$ cat config.mk
export PLATFORM = sky130hd
export DESIGN_NAME = html_table_cell_flattener_top
export DESIGN_NICKNAME = d
export VERILOG_FILES = /design/src/rtl/htcf_pkg.sv /design/src/rtl/htcf_front.sv /design/src/rtl/htcf_queue.sv /design/src/rtl/htcf_back.sv /design/src/rtl/html_table_cell_flattener_top.sv
export SDC_FILE = /design/constraint.sdc
export NUM_CORES = 1
export LEC_CHECK = 0
export BUFFER_PORTS_ARGS = -buffer_cell sky130_fd_sc_hd__buf_2
export CORE_ASPECT_RATIO = 0.8
export CORE_MARGIN = 4
export CORE_UTILIZATION = 35
export DETAILED_ROUTE_END_ITERATION = 8
export PLACE_DENSITY = 0.5
export SYNTH_ARGS = -nofsm -noshare
export SYNTH_HDL_FRONTEND = slang
export SYNTH_SLANG_ARGS = --single-unit
export TNS_END_PERCENT = 30
$ cat constraint.sdc
create_clock -name clk_i -period 2.25 [get_ports clk_i]
set_input_delay 0.1125 -clock clk_i [delete_from_list [all_inputs] [get_ports clk_i]]
set_output_delay 0.1125 -clock clk_i [all_outputs]
set_load 0.03 [all_outputs]
$ cat src/rtl/htcf_pkg.sv
// ---------------------------------------------------------------------------
// HTML table cell flattener package
// Character codes, tag name patterns and the token passed from front to back.
// ---------------------------------------------------------------------------
package htcf_pkg;

  localparam int unsigned HTCF_QUEUE_DEPTH = 2;

  localparam logic [7:0] ASCII_LT     = 8'h3C;
  localparam logic [7:0] ASCII_GT     = 8'h3E;
  localparam logic [7:0] ASCII_SQUOTE = 8'h27;
  localparam logic [7:0] ASCII_DQUOTE = 8'h22;
  localparam logic [7:0] ASCII_SEMI   = 8'h3B;
  localparam logic [7:0] ASCII_NL     = 8'h0A;
  localparam logic [7:0] ASCII_SPACE  = 8'h20;
  localparam logic [7:0] ASCII_TAB    = 8'h09;
  localparam logic [7:0] ASCII_CR     = 8'h0D;
  localparam logic [7:0] ASCII_LOW_A  = 8'h61;
  localparam logic [7:0] ASCII_LOW_Z  = 8'h7A;
  localparam logic [7:0] CASE_OFFSET  = 8'h20;

  // Upper-cased tag names, packed as they shift in from the low end.
  localparam logic [23:0] NAME_TD     = 24'h005444;
  localparam logic [23:0] NAME_END_TD = 24'h2F5444;
  localparam logic [23:0] NAME_END_TR = 24'h2F5452;

  // Byte classes that the parser acts on.
  typedef enum logic [2:0] {
    TOK_OTHER,
    TOK_LT,
    TOK_GT,
    TOK_SQUOTE,
    TOK_DQUOTE,
    TOK_SPACE
  } tok_kind_e;

  typedef struct packed {
    tok_kind_e  kind;
    logic [7:0] raw;    // byte as received
    logic [7:0] upper;  // byte with lower-case letters upper-cased
  } tok_t;

endpackage

$ cat src/rtl/htcf_front.sv
// ---------------------------------------------------------------------------
// Front end
// Accepts input items and classifies each byte into a token for the queue.
// ---------------------------------------------------------------------------
module htcf_front
  import htcf_pkg::*;
(
  input  logic       s_valid_i,
  output logic       s_ready_o,
  input  logic [7:0] s_byte_i,
  input  logic       q_ready_i,
  output logic       q_push_o,
  output tok_t       q_tok_o
);

  logic is_space;
  logic is_lower;

  // The front takes an item whenever the queue has room.
  assign s_ready_o = q_ready_i;
  assign q_push_o  = s_valid_i && q_ready_i;

  // C-locale whitespace: space, tab, newline, vertical tab, form feed, return.
  assign is_space = (s_byte_i == ASCII_SPACE) ||
                    ((s_byte_i >= ASCII_TAB) && (s_byte_i <= ASCII_CR));
  assign is_lower = (s_byte_i >= ASCII_LOW_A) && (s_byte_i <= ASCII_LOW_Z);

  // Classify the byte.
  always_comb begin
    q_tok_o.raw   = s_byte_i;
    q_tok_o.upper = is_lower ? (s_byte_i - CASE_OFFSET) : s_byte_i;
    if (s_byte_i == ASCII_LT) begin
      q_tok_o.kind = TOK_LT;
    end else if (s_byte_i == ASCII_GT) begin
      q_tok_o.kind = TOK_GT;
    end else if (s_byte_i == ASCII_SQUOTE) begin
      q_tok_o.kind = TOK_SQUOTE;
    end else if (s_byte_i == ASCII_DQUOTE) begin
      q_tok_o.kind = TOK_DQUOTE;
    end else if (is_space) begin
      q_tok_o.kind = TOK_SPACE;
    end else begin
      q_tok_o.kind = TOK_OTHER;
    end
  end

endmodule

$ cat src/rtl/htcf_queue.sv
// ---------------------------------------------------------------------------
// Token queue
// Short first-in first-out queue that decouples the front from the back.
// ---------------------------------------------------------------------------
module htcf_queue
  import htcf_pkg::*;
#(
  parameter int unsigned Depth = HTCF_QUEUE_DEPTH
) (
  input  logic clk_i,
  input  logic rst_ni,
  input  logic push_i,
  input  tok_t tok_i,
  output logic ready_o,
  input  logic pop_i,
  output logic valid_o,
  output tok_t tok_o
);

  localparam int unsigned PtrW = (Depth > 1) ? $clog2(Depth) : 1;
  localparam int unsigned CntW = $clog2(Depth + 1);
  localparam logic [PtrW-1:0] LastPtr = PtrW'(Depth - 1);

  tok_t            mem_q [Depth];
  logic [PtrW-1:0] wr_ptr_q, wr_ptr_d;
  logic [PtrW-1:0] rd_ptr_q, rd_ptr_d;
  logic [CntW-1:0] count_q, count_d;

  assign ready_o = (count_q != CntW'(Depth));
  assign valid_o = (count_q != '0);
  assign tok_o   = mem_q[rd_ptr_q];

  // Pointer and fill count update.
  always_comb begin
    wr_ptr_d = wr_ptr_q;
    rd_ptr_d = rd_ptr_q;
    count_d  = count_q;
    if (push_i) begin
      wr_ptr_d = (wr_ptr_q == LastPtr) ? '0 : wr_ptr_q + 1'b1;
    end
    if (pop_i) begin
      rd_ptr_d = (rd_ptr_q == LastPtr) ? '0 : rd_ptr_q + 1'b1;
    end
    if (push_i && !pop_i) begin
      count_d = count_q + 1'b1;
    end else if (!push_i && pop_i) begin
      count_d = count_q - 1'b1;
    end
  end

  always_ff @(posedge clk_i or negedge rst_ni) begin
    if (!rst_ni) begin
      wr_ptr_q <= '0;
      rd_ptr_q <= '0;
      count_q  <= '0;
    end else begin
      wr_ptr_q <= wr_ptr_d;
      rd_ptr_q <= rd_ptr_d;
      count_q  <= count_d;
    end
  end

  // Storage is written only; no reset needed.
  always_ff @(posedge clk_i) begin
    if (push_i) begin
      mem_q[wr_ptr_q] <= tok_i;
    end
  end

endmodule

$ cat src/rtl/htcf_back.sv
// ---------------------------------------------------------------------------
// Back end
// Runs the tag parser on queued tokens and drives the output register.
// ---------------------------------------------------------------------------
module htcf_back
  import htcf_pkg::*;
(
  input  logic       clk_i,
  input  logic       rst_ni,
  input  logic       q_valid_i,
  input  tok_t       q_tok_i,
  output logic       q_pop_o,
  output logic       m_valid_o,
  input  logic       m_ready_i,
  output logic [7:0] m_byte_o
);

  typedef enum logic [1:0] {
    MODE_TEXT,
    MODE_NAME,
    MODE_ATTR
  } mode_e;

  typedef enum logic [1:0] {
    QUOTE_NONE,
    QUOTE_SINGLE,
    QUOTE_DOUBLE
  } quote_e;

  mode_e       mode_q, mode_d;
  quote_e      quote_q, quote_d;
  logic [2:0]  name_len_q, name_len_d;
  logic [23:0] name_q, name_d;
  logic        in_cell_q, in_cell_d;
  logic        after_space_q, after_space_d;
  logic        out_valid_q, out_valid_d;
  logic [7:0]  out_byte_q, out_byte_d;

  logic        emit;
  logic [7:0]  emit_byte;
  logic        close_tag;

  // A token is taken when the output register is free or being emptied.
  assign q_pop_o   = q_valid_i && (!out_valid_q || m_ready_i);
  assign m_valid_o = out_valid_q;
  assign m_byte_o  = out_byte_q;

  // Parser step for the token at the head of the queue.
  always_comb begin
    mode_d        = mode_q;
    quote_d       = quote_q;
    name_len_d    = name_len_q;
    name_d        = name_q;
    in_cell_d     = in_cell_q;
    after_space_d = after_space_q;
    emit          = 1'b0;
    emit_byte     = q_tok_i.raw;
    close_tag     = 1'b0;

    if (q_pop_o) begin
      case (mode_q)
        MODE_NAME: begin
          if (q_tok_i.kind == TOK_GT) begin
            close_tag = 1'b1;
          end else if (q_tok_i.kind == TOK_SPACE) begin
            mode_d = MODE_ATTR;
          end else begin
            if (name_len_q < 3'd3) begin
              name_d = {name_q[15:0], q_tok_i.upper};
            end
            if (name_len_q < 3'd4) begin
              name_len_d = name_len_q + 3'd1;
            end
          end
        end
        MODE_ATTR: begin
          if (q_tok_i.kind == TOK_SQUOTE) begin
            if (quote_q == QUOTE_SINGLE) begin
              quote_d = QUOTE_NONE;
            end else if (quote_q == QUOTE_NONE) begin
              quote_d = QUOTE_SINGLE;
            end
          end else if (q_tok_i.kind == TOK_DQUOTE) begin
            if (quote_q == QUOTE_DOUBLE) begin
              quote_d = QUOTE_NONE;
            end else if (quote_q == QUOTE_NONE) begin
              quote_d = QUOTE_DOUBLE;
            end
          end else if (q_tok_i.kind == TOK_GT && quote_q == QUOTE_NONE) begin
            close_tag = 1'b1;
          end
        end
        default: begin
          // Text mode.
          if (q_tok_i.kind == TOK_LT) begin
            mode_d     = MODE_NAME;
            quote_d    = QUOTE_NONE;
            name_len_d = 3'd0;
            name_d     = '0;
          end else if (in_cell_q) begin
            if (q_tok_i.kind == TOK_SPACE) begin
              if (!after_space_q) begin
                after_space_d = 1'b1;
                emit          = 1'b1;
                emit_byte     = ASCII_SPACE;
              end
            end else begin
              after_space_d = 1'b0;
              emit          = 1'b1;
            end
          end
        end
      endcase

      // Act on the finished tag name.
      if (close_tag) begin
        mode_d = MODE_TEXT;
        if (name_len_q == 3'd2 && name_q == NAME_TD) begin
          in_cell_d = 1'b1;
        end else if (name_len_q == 3'd3 && name_q == NAME_END_TD) begin
          in_cell_d     = 1'b0;
          after_space_d = 1'b0;
          emit          = 1'b1;
          emit_byte     = ASCII_SEMI;
        end else if (name_len_q == 3'd3 && name_q == NAME_END_TR) begin
          emit      = 1'b1;
          emit_byte = ASCII_NL;
        end
      end
    end
  end

  // Output register.
  always_comb begin
    out_valid_d = out_valid_q;
    out_byte_d  = out_byte_q;
    if (emit) begin
      out_valid_d = 1'b1;
      out_byte_d  = emit_byte;
    end else if (m_ready_i) begin
      out_valid_d = 1'b0;
    end
  end

  always_ff @(posedge clk_i or negedge rst_ni) begin
    if (!rst_ni) begin
      mode_q        <= MODE_TEXT;
      quote_q       <= QUOTE_NONE;
      name_len_q    <= 3'd0;
      name_q        <= '0;
      in_cell_q     <= 1'b0;
      after_space_q <= 1'b0;
      out_valid_q   <= 1'b0;
      out_byte_q    <= '0;
    end else begin
      mode_q        <= mode_d;
      quote_q       <= quote_d;
      name_len_q    <= name_len_d;
      name_q        <= name_d;
      in_cell_q     <= in_cell_d;
      after_space_q <= after_space_d;
      out_valid_q   <= out_valid_d;
      out_byte_q    <= out_byte_d;
    end
  end

endmodule

$ cat src/rtl/html_table_cell_flattener_top.sv
// ---------------------------------------------------------------------------
// HTML table cell flattener
// Turns an HTML byte stream into cell text, ';' per cell and a newline per row.
// ---------------------------------------------------------------------------
// Usage:
//   The slave stream takes one HTML byte per item on s_axis_tdata_i. The
//   master stream gives zero or one byte per input item on m_axis_tdata_o:
//   echoed cell text, one space per run of whitespace, ';' at the end of a
//   cell and a newline at the end of a row.
//   Throughput is one item per cycle in both directions while the receiver
//   does not stall. An accepted item is written into the token queue at its
//   accepting edge; the parser takes it from the queue head once the output
//   register is free or being emptied, and registers its byte, if any, on m_axis.
//   Reset clears the queue, the parser state and the output register; the
//   block comes out of reset in text mode, outside any cell.
//   When the receiver stalls, the output register holds its byte, the parser
//   stops, and the token queue fills; once it is full s_axis_tready_o drops.
// ---------------------------------------------------------------------------
module html_table_cell_flattener_top
  import htcf_pkg::*;
#(
  parameter int unsigned QueueDepth = HTCF_QUEUE_DEPTH
) (
  input  logic       clk_i,
  input  logic       rst_ni,
  input  logic       s_axis_tvalid_i,
  output logic       s_axis_tready_o,
  input  logic [7:0] s_axis_tdata_i,   // [7:0] in_byte
  output logic       m_axis_tvalid_o,
  input  logic       m_axis_tready_i,
  output logic [7:0] m_axis_tdata_o    // [7:0] out_byte
);

  logic q_ready;
  logic q_push;
  tok_t q_tok_in;
  logic q_valid;
  logic q_pop;
  tok_t q_tok_out;

  htcf_front u_front (
    .s_valid_i (s_axis_tvalid_i),
    .s_ready_o (s_axis_tready_o),
    .s_byte_i  (s_axis_tdata_i),
    .q_ready_i (q_ready),
    .q_push_o  (q_push),
    .q_tok_o   (q_tok_in)
  );

  htcf_queue #(
    .Depth (QueueDepth)
  ) u_queue (
    .clk_i   (clk_i),
    .rst_ni  (rst_ni),
    .push_i  (q_push),
    .tok_i   (q_tok_in),
    .ready_o (q_ready),
    .pop_i   (q_pop),
    .valid_o (q_valid),
    .tok_o   (q_tok_out)
  );

  htcf_back u_back (
    .clk_i     (clk_i),
    .rst_ni    (rst_ni),
    .q_valid_i (q_valid),
    .q_tok_i   (q_tok_out),
    .q_pop_o   (q_pop),
    .m_valid_o (m_axis_tvalid_o),
    .m_ready_i (m_axis_tready_i),
    .m_byte_o  (m_axis_tdata_o)
  );

endmodule

Word level (Yosys, flattened, before mapping)
Memories as Yosys holds them, arrays and structs flattened.
Cells that the tools add are included.
{ "totals": {"rom_bits": 0, "latchBits": 0, "wordCells": 157, "output_inout_bits": 10, "mem_bits_rw": 38, "register_bits": 46, "input_bits": 12, "mem_count": 1} }
{ "memory_table": {"columns": ["memory", "depth", "width", "read_ports", "rd_ports_with_merged_regs", "write_ports", "line_no", "source"], "rows": [
  ["u_queue.mem_q", 2, 19, 1, 0, 1, "htcf_queue.sv:24", "tok_t mem_q [Depth];"]
]} }
{ "op_classes": {"n_eq_ne": 30, "n_bitwise": 2, "reduce_logical": 29, "shifts": 0, "n_mul": 0, "n_div": 0, "mux": 72, "n_addsub": 6, "magnitude_cmp": 6} }
{ "ops": {"columns": ["op", "count"], "rows": [
  ["$mux W24", 4],
  ["$mux W8", 11],
  ["$eq A24 B22 Y1 const B", 2],
  ["$pmux W24 S2", 1],
  ["$eq A8 B6 Y1 const B", 5],
  ["$mux W1", 30],
  ["$mux W3", 9],
  ["$mux W2", 13],
  ["$eq A24 B15 Y1 const B", 1],
  ["$reduce_and A6 Y1", 3],
  ["$eq A3 B2 Y1 const B", 4],
  ["$reduce_bool A2 Y1", 6],
  ["$logic_and A1 B1 Y1", 10],
  ["$ge A8 B4 Y1 const B", 1],
  ["$ge A8 B7 Y1 const B", 1],
  ["$le A8 B4 Y1 const B", 1],
  ["$le A8 B7 Y1 const B", 1],
  ["$pmux W2 S2", 2],
  ["$sub A8 B6 Y8 const B", 1],
  ["$eq A3 B3 Y1 const B", 2],
  ["$ne A2 B1 Y1 const B", 3],
  ["$ne A2 B2 Y1 const B", 3],
  ["$ne A3 B1 Y1 const B", 2],
  ["$pmux W3 S2", 1],
  ["21 further kinds", 28]
]} }

Depth between registers and ports, before layout
Gate-level depths: netlist of the first run.
An unclocked memory read counts as a cell.
{ "logic_depth": {"word_depth": 12, "mapped_depth": 8} }

Hierarchy
Synthesis of the first run repeated with hierarchy kept, for this count alone.
{ "unflattened": {"cells_unflattened": 355, "area_unflattened_um2": 4189.0} }
{ "by_module_without_submodules": {"columns": ["module", "cells_each", "n_inst", "area_each_um2", "seq_area_each_um2"], "rows": [
  ["htcf_back", 235, 1, 2227.1, 1051.0],
  ["htcf_queue", 75, 1, 1637.8, 1241.2],
  ["htcf_front", 45, 1, 324.1, 0.0]
]} }

Worst setup path before layout of the first run
OpenSTA, ideal clock, no wires.
{ "synth_path": {"path_kind": "reg2reg", "start": "register u_back.out_valid_q (netlist: u_back.m_valid_o)", "end": "register u_back.name_q[2]", "n_path_buf": 2, "arrival_time_ns": 1.858, "path_stages_with_launch": 8, "path_slack_ns": 0.267, "synth_period_minus_slack_ns": 1.983, "cell_sequence": "dfrtp_1 -> nor2b_1 -> nor2_2 -> and3_4 -> and3_1 -> buf_6 -> buf_12 -> mux2_4"} }
{ "synth_between": {"elab_chain_cells": 4} }
{ "synth_lines": {"columns": ["item", "line_no", "source"], "rows": [
  ["start: declaration", "htcf_back.sv:36", "logic out_valid_q, out_valid_d;"],
  ["start signal: assignment", "htcf_back.sv:162", "out_valid_q <= out_valid_d;"],
  ["$logic_not A1 Y1", "htcf_back.sv:44", "assign q_pop_o = q_valid_i && (!out_valid_q || m_ready_i);"],
  ["$logic_or A1 B1 Y1", "htcf_back.sv:44", null],
  ["$logic_and A1 B1 Y1", "htcf_back.sv:44", null],
  ["$reduce_and A6 Y1 (no source line)", null, null],
  ["end signal: assignment", "htcf_back.sv:159", "name_q <= name_d;"],
  ["end: declaration", "htcf_back.sv:33", "logic [23:0] name_q, name_d;"]
]} }
Every way passes these cells.
A chain may end at the register's enable or synchronous reset.

Final worst setup path of the first run
{ "layout_path": {"start": "register u_back.name_len_q[1]", "end": "register u_back.out_byte_q[5] (netlist: u_back.m_byte_o[5])"} }
{ "layout_between": {"elab_chain_cells": 7} }
{ "layout_lines": {"columns": ["item", "line_no", "source"], "rows": [
  ["start: declaration", "htcf_back.sv:32", "logic [2:0] name_len_q, name_len_d;"],
  ["start signal: assignment", "htcf_back.sv:158", "name_len_q <= name_len_d;"],
  ["$eq A3 B2 Y1", "htcf_back.sv:120, htcf_back.sv:125", null],
  ["$logic_and A1 B1 Y1", "htcf_back.sv:125", "end else if (name_len_q == 3'd3 && name_q == NAME_END_TR) begin"],
  ["$mux W8 or $mux W1 (tied branches)", "htcf_back.sv:125", null],
  ["$mux W8 or $mux W1 (tied branches)", "htcf_back.sv:120", "end else if (name_len_q == 3'd3 && name_q == NAME_END_TD) begin"],
  ["$mux W8 or $mux W1 (tied branches)", "htcf_back.sv:118", "if (name_len_q == 3'd2 && name_q == NAME_TD) begin"],
  ["$mux W8 or $mux W1 (tied branches)", "htcf_back.sv:116", "if (close_tag) begin"],
  ["$mux W8 or $mux W1 (tied branches)", "htcf_back.sv:60", "if (q_pop_o) begin"],
  ["end signal: assignment", "htcf_back.sv:163", "out_byte_q <= out_byte_d;"],
  ["end: declaration", "htcf_back.sv:37", "logic [7:0] out_byte_q, out_byte_d;"]
]} }
Parallel ways exist; a longest one is shown, timed or not.

==> results of run 1 <==
-- power by group through the flow --
stage                     Clock [mW]  Combinational [mW]  Sequential, mW
after floorplan                    0                1.60            1.96
after global placement             0                1.95            2.04
after detailed placement           0                1.97            2.04
after CTS                       1.57                1.98            2.02
after global routing            1.65                2.17            2.06
final                           1.54                1.96            2.02
-- synth_stat cells (2+ instances only) --
library cell	number
a2bb2oi_1	2
o22a_1	2
nor2_1	35
dfrtp_1	46
nor4_1	2
and3_1	3
or4_1	3
a31oi_1	3
mux2i_1	30
a221oi_1	2
ha_1	8
edfxtp_1	28
nand4_1	4
xnor2_1	4
clkbuf_1	4
or3_1	2
buf_6	2
nor3b_1	3
xor2_1	2
mux2_4	4
nor4b_1	5
nand2_1	30
a21o_1	2
inv_1	29
nand2b_1	4
nor2b_1	4
a22o_1	4
mux2_2	8
a21oi_1	10
nor3_1	4
o2111a_1	2
o211ai_1	2
o21ai_0	11
nand3b_1	4
-- repair_timing --
| action | CTS | global route |
|---|---|---|
| hold endpoints to repair | 36 | 0 |
| endpoints found under the setup margin | 0 | 2 |
| hold buffers | 1 | 0 |
| gates resized for setup | 0 | 2 |
-- sequential cells by signal, summed over array words and instances (netlist names) --
register,flops
u_back.name_q,24
u_queue.mem_q,28
u_queue.rd_ptr_q,1
u_queue.count_q,2
u_queue.wr_ptr_q,1
u_back.name_len_q,3
u_back.quote_q,2
u_back.in_cell_q,1
u_back.m_valid_o,1
u_back.mode_q,2
u_back.m_byte_o,8
u_back.after_space_q,1
-- worst max-delay path by stage --
stage | slack (ns) | from | endpoint | cells after the start
5_1_grt | 0.02 | u_back.name_len_q[1]$_DFFE_PN0P_ | u_back.m_byte_o[5]$_DFFE_PN0P_ | 7
2_1_floorplan | 0.27 | u_back.m_valid_o$_DFFE_PN0P_ | u_back.name_q[2]$_DFFE_PN0P_ | 7
4_1_cts | 0.10 | u_back.name_len_q[1]$_DFFE_PN0P_ | u_back.m_byte_o[5]$_DFFE_PN0P_ | 7
3_3_place_gp | 0.15 | u_back.name_len_q[1]$_DFFE_PN0P_ | u_back.m_byte_o[5]$_DFFE_PN0P_ | 7
3_5_place_dp | 0.11 | u_back.name_len_q[1]$_DFFE_PN0P_ | u_back.m_byte_o[5]$_DFFE_PN0P_ | 7
6_report | 0.15 | u_back.name_len_q[1]$_DFFE_PN0P_ | u_back.m_byte_o[5]$_DFFE_PN0P_ | 7
-- cell families after synthesis --
logic type,Yosys count,share of synthesized area (%)
AOI/OAI and AO/OA,47,8.677
adders and majority gates,8,2.701
and+or+nand+nor,114,16.37
buffers and inverters,39,4.929
muxes,42,12.15
xor gates and xnor gates,6,1.418
DFF,74,53.75
-- cells in the final DEF, fill, tap and decap left out, types with 9 or more instances in the layout --
cell type   n
a21oi_1    10
buf_2      21
buf_4      12
clkbuf_16   9
dfrtp_1    46
edfxtp_1   28
inv_1      29
mux2i_1    30
nand2_1    30
nor2_1     35
o21ai_0    11
-- cell type report --
type / count / share of cell area (%)
Clock buffer: 9 / 5.161
Clock inverter: 7 / 2.122
Inverter: 30 / 2.580
Multi-Input combinational cell: 217 / 35.32
Sequential cell: 74 / 45.64
Tap cell: 140 / 4.014
Timing Repair Buffer: 35 / 5.161
-- worst max-delay path, stage by stage (launching register included) --
cell and delay [ns]:
dfrtp_1 0.39, ha_1 0.17, ha_1 0.14, nand4_1 0.08, or3_1 0.38, or4_4 0.57
a21oi_1 0.16, o211ai_1 0.09
-- per-stage QoR --
stage          power, mW  setup WS (ns)  util (%)  cell area (sq um)  std cells
2_1_floorplan      3.563         0.2668         -               3706        330
3_3_place_gp       3.981         0.1511     39.16               4026        495
3_5_place_dp       4.008         0.1118     39.16               4026        495
4_1_cts            5.571         0.1022     42.35               4354        512
5_1_grt            5.886        0.02483     42.45               4364        512
6_report           5.514         0.1464     42.45               4364        512
-- per-layer routing --
metal / up-vias / global-route usage (%) / share of wire [%]
met5: - / 0 / 0
li1: 1252 / - / -
met1: 1204 / 19.99 / 51
met2: 36 / 20.54 / 45
met4: 0 / 4.596 / 1.3
met3: 10 / 3.944 / 3.7
==> impl_results.md, run 1 <==
* Status: complete, no violations
* Crit-path max FO at 4
* Top area cells in the synthesized netlist: dfrtp_1 (31%), edfxtp_1 (23%), mux2i_1 (8.1%), nor2_1 (3.5%), nand2_1 (3.0%)
* Area of the multi-input gates at approximately 1500 sq um
* Comb pwr share at 35.5%
* P per Cell Area at approximately 1300 nW/um^2
* Clock buffer depth at 2
* CP startpoint kind: flop
* Final hold vios at 0
* Post-Synthesis Cells at 330
* FMAX at 0.4754 GHz
* Nets at 387
* Internal at 3.630 mW
* Clk_skew at between 0.006 and 0.007 ns
* Leakage power total at between 1.5 and 2 nW
* IO Port Bufs at 21
* Rel. slew slack at roughly two fifths
* Switch Pwr at about 1.9 mW
* Syn Nets at 350
* Cells on worst reg2reg path at 7
* Clock transition at path regs at 0.06 ns
* Initial antenna violation count at 0
* N_diodes at 0
* Final GP Congestion at between 0.8 and 0.9
* Critical R2R Capture: u_back.m_byte_o[5]$_DFFE_PN0P_
* DR pass1 iterations at 4
* Transition time of the tightest slew-check pin at about 0.93 ns
* Total gr overflow at 0
* Top_reg_cell synth: dfrtp_1
* Die ar. at about 12,000 sq um
* Async SR Flop Fraction at just over 60%
* Sum Neg Setup Slack at 0 ns
* Vias per cell at 4.887
* Root Driver: clkbuf_16
* Total core area at ~10,000 sq um
* Total routed wirelength at ~7900 um
* Yosys reg bits at 74
* First-pass GRT wire length at roughly 13,000 um
* Die span in y at ~100 um
* Syn Std Cell Area at roughly 3700 sq um
* Clk network pwr share at about 28%
* HP Class: in2reg
* Crit path capture type: flop
* Min Clock Period, post-route at between 2 and 2.5 ns
* Setup Buffers After CTS at 0
* Flop2flop setup slack at 0.15 ns
* Post-synth cell types at 56
* Sequential area share after synthesis at 53.75%
* DR WL/cell at approximately 15 um
* Fin Hold WS at between 0.015 and 0.02 ns
* Die span in x at 123.0 um
* IO Count at 22
* H-Tree Depth at 3
* WP data required at approximately 2.5 ns
* Yosys warnings at 0
* Crit share post-route at 93.50%
* CTS tree: done
* CTS buffer count at 9
* Worst reg2reg startpoint: u_back.name_len_q[1]$_DFFE_PN0P_
* Synth-to-Final Area Change at 17.76%
* Sw frac at 34.17%
* DRC errors left at 0
* Initial core utilization at a little over a third
* Max VDD drop at roughly 520 uV
* Worst Hold Path Cells at 1
* Share of power burned in registers at ~37%
* Cell taking the most area after synthesis: dfrtp_1
* Clock latency on the worst-skew pair at approximately 0.33 ns
* Max_cap viols at 0
* Mapped Avg Cell Area at 11.23 sq um
* DRT antenna net count at 0
* GRT Overall Usage at roughly 14%
* Post-synth EDFFs at 28
* Vias in the first global route at 2,450
* RSZ-0062 raised after global routing: false
* Iter 0 DRT Violations at a little over 100
* Slew Limit Fails at 0
* Hold Crit Start: s_axis_tdata_i[6]
* CP arrival at 2.31 ns
* Synth top area share at around 31%
* Clock sink count at 74
* Endpoints failing setup at 0
* Filler cell count in the final layout at between 900 and 1,000
* End of the worst hold path: u_queue.mem_q[0][14]$_DFFE_PP_
* Final HPWL DP at between 5000 and 6000 um
* FF/Latch Area at 1992 sq um
* Site Rows at 33
* Largest net degree at the start of global routing at 38
* Critical path class: reg2reg
* Layout cell share with drive strength beyond 1 at 19.35%
* Vias post-DR at around 2,500
Note: power is estimated with default switching activity, not from simulation.
==> run 2: changes to the inputs <==
- CTS_BUF_LIST: default -> sky130_fd_sc_hd__clkbuf_2
==> impl_results.md, run 2 (synthesis gave the netlist of run 1 again) <==
* Status: complete, no violations
* Crit share post-route at 93.96% (+0.47 points)
* DRT antenna net count at 0 (unchanged)
* Vias per cell at 4.826 (-1.2%)
* Site Rows at 33 (unchanged)
* Most frequent cells in the layout: dfrtp_1 (46), nor2_1 (35), nand2_1 (30), mux2i_1 (30), inv_1 (29)
* Slew Limit Fails at 0 (unchanged)
* Crit-path max FO at 4 (unchanged)
* Clock sink count at 74 (unchanged)
* Die span in x at 123.0 um (unchanged)
* DR WL/cell at 15.13 um (-2.0%)
* Iter 0 DRT Violations at 95 (-5.9%)
* Largest net degree at the start of global routing at 38 (unchanged)
* Vias in the first global route at 2,470 (+0.82%)
* IO Count at 22 (unchanged)
* Clock transition at path regs at 0.22 ns (+0.16 ns)
* Final HPWL DP at 5568 um (unchanged)
* Die span in y at 100.0 um (unchanged)
* IO Port Bufs at 21 (unchanged)
* Die ar. at 12,310 sq um (unchanged)
* RSZ-0062 raised after global routing: false
* Sum Neg Setup Slack at 0 ns (unchanged)
* WP data required at 2.67 ns (+0.21 ns)
* Nets at 397 (+2.6%)
* DRC errors left at 0 (unchanged)
* Endpoints failing setup at 0 (unchanged)
* CP startpoint kind: flop
* Min Clock Period, post-route at 2.114 ns (+0.01051 ns)
* Transition time of the tightest slew-check pin at 0.9440 ns (+0.01810 ns)
* CTS buffer count at 9 (unchanged)
* Clock buffer depth at 2 (unchanged)
* Final hold vios at 0 (unchanged)
* Max VDD drop at 519.2 uV (-0.84%)
* Reg with most FFs: u_queue.mem_q
* Total routed wirelength at 7896 um (-0.10%)
* Root Driver: clkbuf_2
* FMAX at 0.4730 GHz (-0.50%)
* Max reg flops at 28 (unchanged)
* Critical path class: reg2reg
* Total core area at 10,280 sq um (unchanged)
* H-Tree Depth at 3 (unchanged)
* DR pass1 iterations at 4 (unchanged)
* Max_cap viols at 0 (unchanged)
* Fin util at 41.67% (-0.78 points)
* Vias post-DR at 2,519 (+0.68%)
* Synth-to-Final Area Change at 15.60%
* CP arrival at 2.53 ns (+0.22 ns)
* Fin Hold WS at 0.2507 ns (+0.2335 ns)
* Most common cell after layout, fill and taps aside: dfrtp_1
* Total gr overflow at 0 (unchanged)
* Initial core utilization at 36.05% (unchanged)
* Worst reg2reg startpoint: u_back.name_len_q[1]$_DFFE_PN0P_
* HP Class: in2async
* Rel. slew slack at 37.07% (-1.2 points)
* Flop2flop setup slack at 0.14 ns (about the same)
* Critical R2R Capture: u_back.m_byte_o[5]$_DFFE_PN0P_
* Crit path capture type: flop
* CTS tree: done
* P per Cell Area at 1130 nW/um^2 (-11%)
* Placed cell areas at 4026 sq um (unchanged)
* First-pass GRT wire length at 13,080 um (-0.11%)
* Clk_skew at 0.02801 ns (+0.02190 ns)
* Cells on worst reg2reg path at 7 (unchanged)
* Final GP Congestion at 0.8081 (unchanged)
* Post-route cell area at 4284 sq um (-1.8%)
* GRT Overall Usage at 13.96% (-0.034 points)
* Setup Buffers After CTS at 0 (unchanged)
* Layout cell share with drive strength beyond 1 at 18.85% (-0.51 points)
* N_diodes at 0 (unchanged)
* Clock latency on the worst-skew pair at 0.51 ns (+0.18 ns)
* Initial antenna violation count at 0 (unchanged)
* Leakage power total at 1.829 nW (-1.7%)
-- run 2: changes by cell type in the layout (fill, tap and decap cells not counted) --
cell           previous run  this run
dlygate4sd3_1             1        11
clkbuf_16                 9         0
clkbuf_2                  0         9
-- run 2: worst max-delay path by stage --
stage / start / endpoint / cells after the start
after floorplan: u_back.m_valid_o$_DFFE_PN0P_ / u_back.name_q[2]$_DFFE_PN0P_ / 7
after detailed placement: u_back.name_len_q[1]$_DFFE_PN0P_ / u_back.m_byte_o[5]$_DFFE_PN0P_ / 7
after global routing: u_queue.rd_ptr_q$_DFFE_PN0P_ / u_back.after_space_q$_DFFE_PN0P_ / 6
after global placement: u_back.name_len_q[1]$_DFFE_PN0P_ / u_back.m_byte_o[5]$_DFFE_PN0P_ / 7
final: u_back.name_len_q[1]$_DFFE_PN0P_ / u_back.m_byte_o[5]$_DFFE_PN0P_ / 7
after CTS: u_back.name_len_q[1]$_DFFE_PN0P_ / u_back.m_byte_o[5]$_DFFE_PN0P_ / 7
-- run 2: per-stage QoR --
step / std cells / worst slack (ns) / total power, mW
CTS: 522 / 0.09415 / 4.900
floorplan: 330 / 0.2668 / 3.563
global route: 522 / 0.01024 / 5.212
global placement: 495 / 0.1511 / 3.981
detailed placement: 495 / 0.1118 / 4.008
finish: 522 / 0.1358 / 4.841
-- run 2: area by class of cell --
cell class	instances	area, sq um
Clock buffer	9	45.04
Clock inverter	7	92.59
Fill cell	1006	5997
Inverter	30	112.6
Multi-Input combinational cell	217	1541
Sequential cell	74	1992
Tap cell	140	175.2
Timing Repair Buffer	45	325.3
-- run 2: power by group --
part | switching (mW) | internal (mW)
Sequential | 0.243 | 1.77
Clock | 0.496 | 0.365
Combinational | 1.07 | 0.895
-- run 2: metal layers --
metal,up-vias,wire length [um],track usage [%]
met5,-,0,0
met4,0,79,4.085
met3,9,240,3.887
met2,34,3537,20.79
met1,1213,4038,19.93
li1,1263,-,-
-- run 2: critical path: stages (launching register included) --
cell and delay, ns:
dfrtp_1 0.44, ha_1 0.16, ha_1 0.14, nand4_1 0.08
or3_1 0.38, or4_4 0.57, a21oi_1 0.16, o211ai_1 0.09
-- run 2: repair_timing --
item                                    CTS  global route
hold buffers                             11             0
gates resized for setup                   0             2
endpoints found under the setup margin    0             4
hold endpoints to repair                 58             0
==> run 3: changes to the inputs <==
- CORE_UTILIZATION: 35 -> 60
- PLACE_DENSITY: 0.5 -> 0.78
==> impl_results.md, run 3 (synthesis gave the netlist of run 1 again) <==
* Largest net degree at the start of global routing at 39 (+2.6%)
* Status: complete, no violations
* Leakage power total at 1.808 nW (-1.1%)
* DRT antenna net count at 0 (unchanged)
* Most common cell after layout, fill and taps aside: dfrtp_1
* Clock buffer depth at 2 (unchanged)
* Vias post-DR at 2,589 (+2.8%)
* CP startpoint kind: flop
* N_diodes at 0 (unchanged)
* Slowest cell on crit path: dfrtp_1
* DR WL/cell at 15.95 um (+5.4%)
* CTS buffer count at 9 (unchanged)
* IO Port Bufs at 21 (unchanged)
* Top Usage Layer GRT: met2
* Die span in y at 78.30 um (-22%)
* Clock latency on the worst-skew pair at 0.53 ns (+0.02 ns)
* Total core area at 5943 sq um (-42%)
* Post-route cell area at 4173 sq um (-2.6%)
* Iter 0 DRT Violations at 208 (+120%)
* GRT Overall Usage at 21.88% (+7.9 points)
* Layout cell share with drive strength beyond 1 at 17.89% (-0.95 points)
* FF/Latch Area at 1992 sq um (unchanged)
* Die span in x at 95.87 um (-22%)
* Crit path max-delay family: compound AO/OA/AOI/OAI gates
* Crit-path max FO at 5 (+1)
* Final HPWL DP at 5178 um (-7.0%)
* Sum Neg Setup Slack at 0 ns (unchanged)
* Vias in the first global route at 2,524 (+2.2%)
* Site Rows at 25 (-24%)
* Power Total at 4.735 mW (-2.2%)
* Post-place setup slack at 0.1160 ns (+0.004238 ns)
* Total gr overflow at 0 (unchanged)
* Area of the multi-input gates at 1531 sq um (-0.65%)
* M3 GR Usage at 6.897% (+3.0 points)
* P per Cell Area at 1135 nW/um^2 (+0.42%)
* Initial antenna violation count at 0 (unchanged)
* Clock sink count at 74 (unchanged)
* Critical path class: reg2reg
* H-Tree Depth at 3 (unchanged)
* Most frequent cells in the layout: dfrtp_1 (46), nor2_1 (35), nand2_1 (30), mux2i_1 (30), inv_1 (29)
* Crit path capture type: flop
* GRT met2 Usage at 33.10% (+12 points)
* Slew Limit Fails at 0 (unchanged)
* Nets at 395 (-0.50%)
* Filler cell count in the final layout at 433 (-57%)
* Final GP Congestion at 0.8123 (+0.52%)
* PnR worst setup slack at 0.1063 ns (-0.02951 ns)
* CP Cell Sequence: inv_1, ha_1, nor3b_1, o221ai_1, nor2_1, a31oi_1, a22o_1
* Max reg flops at 28 (unchanged)
* Vias per cell at 5.616 (+16%)
* Cells on worst reg2reg path at 7 (unchanged)
* First-pass GRT wire length at 12,360 um (-5.5%)
* CP arrival at 2.58 ns (+0.05 ns)
* Synth-to-Final Area Change at 12.59%
* CTS tree: done
* HP Class: in2async
* DR pass1 iterations at 4 (unchanged)
* Clk_skew at 0.03913 ns (+0.01113 ns)
* Rel. slew slack at 52.82% (+16 points)
* Die ar. at 7506 sq um (-39%)
* FMAX at 0.4665 GHz (-1.4%)
* RSZ-0062 raised after global routing: false
* Crit share post-route at 95.27% (+1.3 points)
* Transition time of the tightest slew-check pin at 0.7077 ns (-0.2363 ns)
* Placed cell areas at 3923 sq um (-2.6%)
* Max VDD drop at 558.3 uV (+7.5%)
* Reg with most FFs: u_queue.mem_q
* Total routed wirelength at 7352 um (-6.9%)
* Initial core utilization at 62.36% (+26 points)
* Max_cap viols at 0 (unchanged)
* Clock transition at path regs at 0.24 ns (+0.02 ns)
* GRT met1 Usage at 30.62% (+11 points)
* Final hold vios at 0 (unchanged)
* DRC errors left at 0 (unchanged)
* Endpoints failing setup at 0 (unchanged)
* IO Count at 22 (unchanged)
* WP data required at 2.69 ns (+0.02 ns)
* Post-CTS sizing at 0 (unchanged)
* Root Driver: clkbuf_2
* Buffers plus inverters on the worst setup path at 1 (+1)
* Worst path max stage delay at 0.44 ns (-0.13 ns)
* Min Clock Period, post-route at 2.144 ns (+0.02951 ns)
* Critical path depth at 7 (unchanged)
[run 3: changes by cell type in the layout (fill, tap and decap cells not counted)]
cell           delta
buf_4             -3
bufinv_16         -1
clkinv_1          -1
clkinvlp_4        +1
dlygate4sd3_1     +1
inv_8             +1
o221ai_1          +1
o221ai_2          -1
or4_1             +1
or4_4             -1
[run 3: worst paths after layout]
path                                                 from  slack [ns]                              to
min reg2reg                u_queue.count_q[1]$_DFFE_PN0P_        0.52  u_queue.count_q[1]$_DFFE_PN0P_
max in group asynchronous                          rst_ni        1.43    u_queue.wr_ptr_q$_DFFE_PN0P_
max reg2reg                  u_back.mode_q[0]$_DFFE_PN0P_        0.11  u_back.m_byte_o[6]$_DFFE_PN0P_
min                                                rst_ni        0.12   u_back.quote_q[1]$_DFFE_PN0P_
min in group clk_i                      s_axis_tdata_i[6]        0.36  u_queue.mem_q[0][14]$_DFFE_PP_
max                          u_back.mode_q[0]$_DFFE_PN0P_        0.11  u_back.m_byte_o[6]$_DFFE_PN0P_
[run 3: cell type report]
type	count	share of cell area (%)
flip-flops and latches	74	47.74
multi-input cells	217	36.70
repair buffers	43	7.496
inverters	30	2.699
well taps	81	2.429
clock inverters	7	1.859
clock buffers	9	1.079
[run 3: what timing repair did]
| item | in CTS | in global routing |
|---|---|---|
| setup endpoints to repair | 0 | 1 |
| setup buffers | 0 | 1 |
| hold buffers | 12 | 0 |
| hold endpoints to repair | 66 | 0 |
[run 3: where the power goes]
| group | internal, mW | total, mW | switching (mW) |
|---|---|---|---|
| clock network | 0.265 | 0.772 | 0.507 |
| registers | 1.77 | 2.02 | 0.243 |
| logic | 0.891 | 1.95 | 1.06 |
[run 3: worst min-delay path, delay by kind of cell]
kind | cells | cell delay (ns)
buffers and inverters | 3 | 1.03
[run 3: through the flow]
step / std cells / hold slack, ns / utilization [%]
3_5_place_dp: 432 / -0.02467 / 66.00
3_3_place_gp: 432 / -0.03116 / 66.00
2_1_floorplan: 330 / -0.1831 / -
6_report: 461 / 0.1177 / 70.21
5_1_grt: 461 / 0.1192 / 70.21
4_1_cts: 460 / 0.1270 / 70.08
[run 3: per-layer routing]
layer,up-vias,routed length [um]
met3,7,318
met2,56,3440
met1,1258,3522
met5,-,0
met4,0,72
li1,1268,-
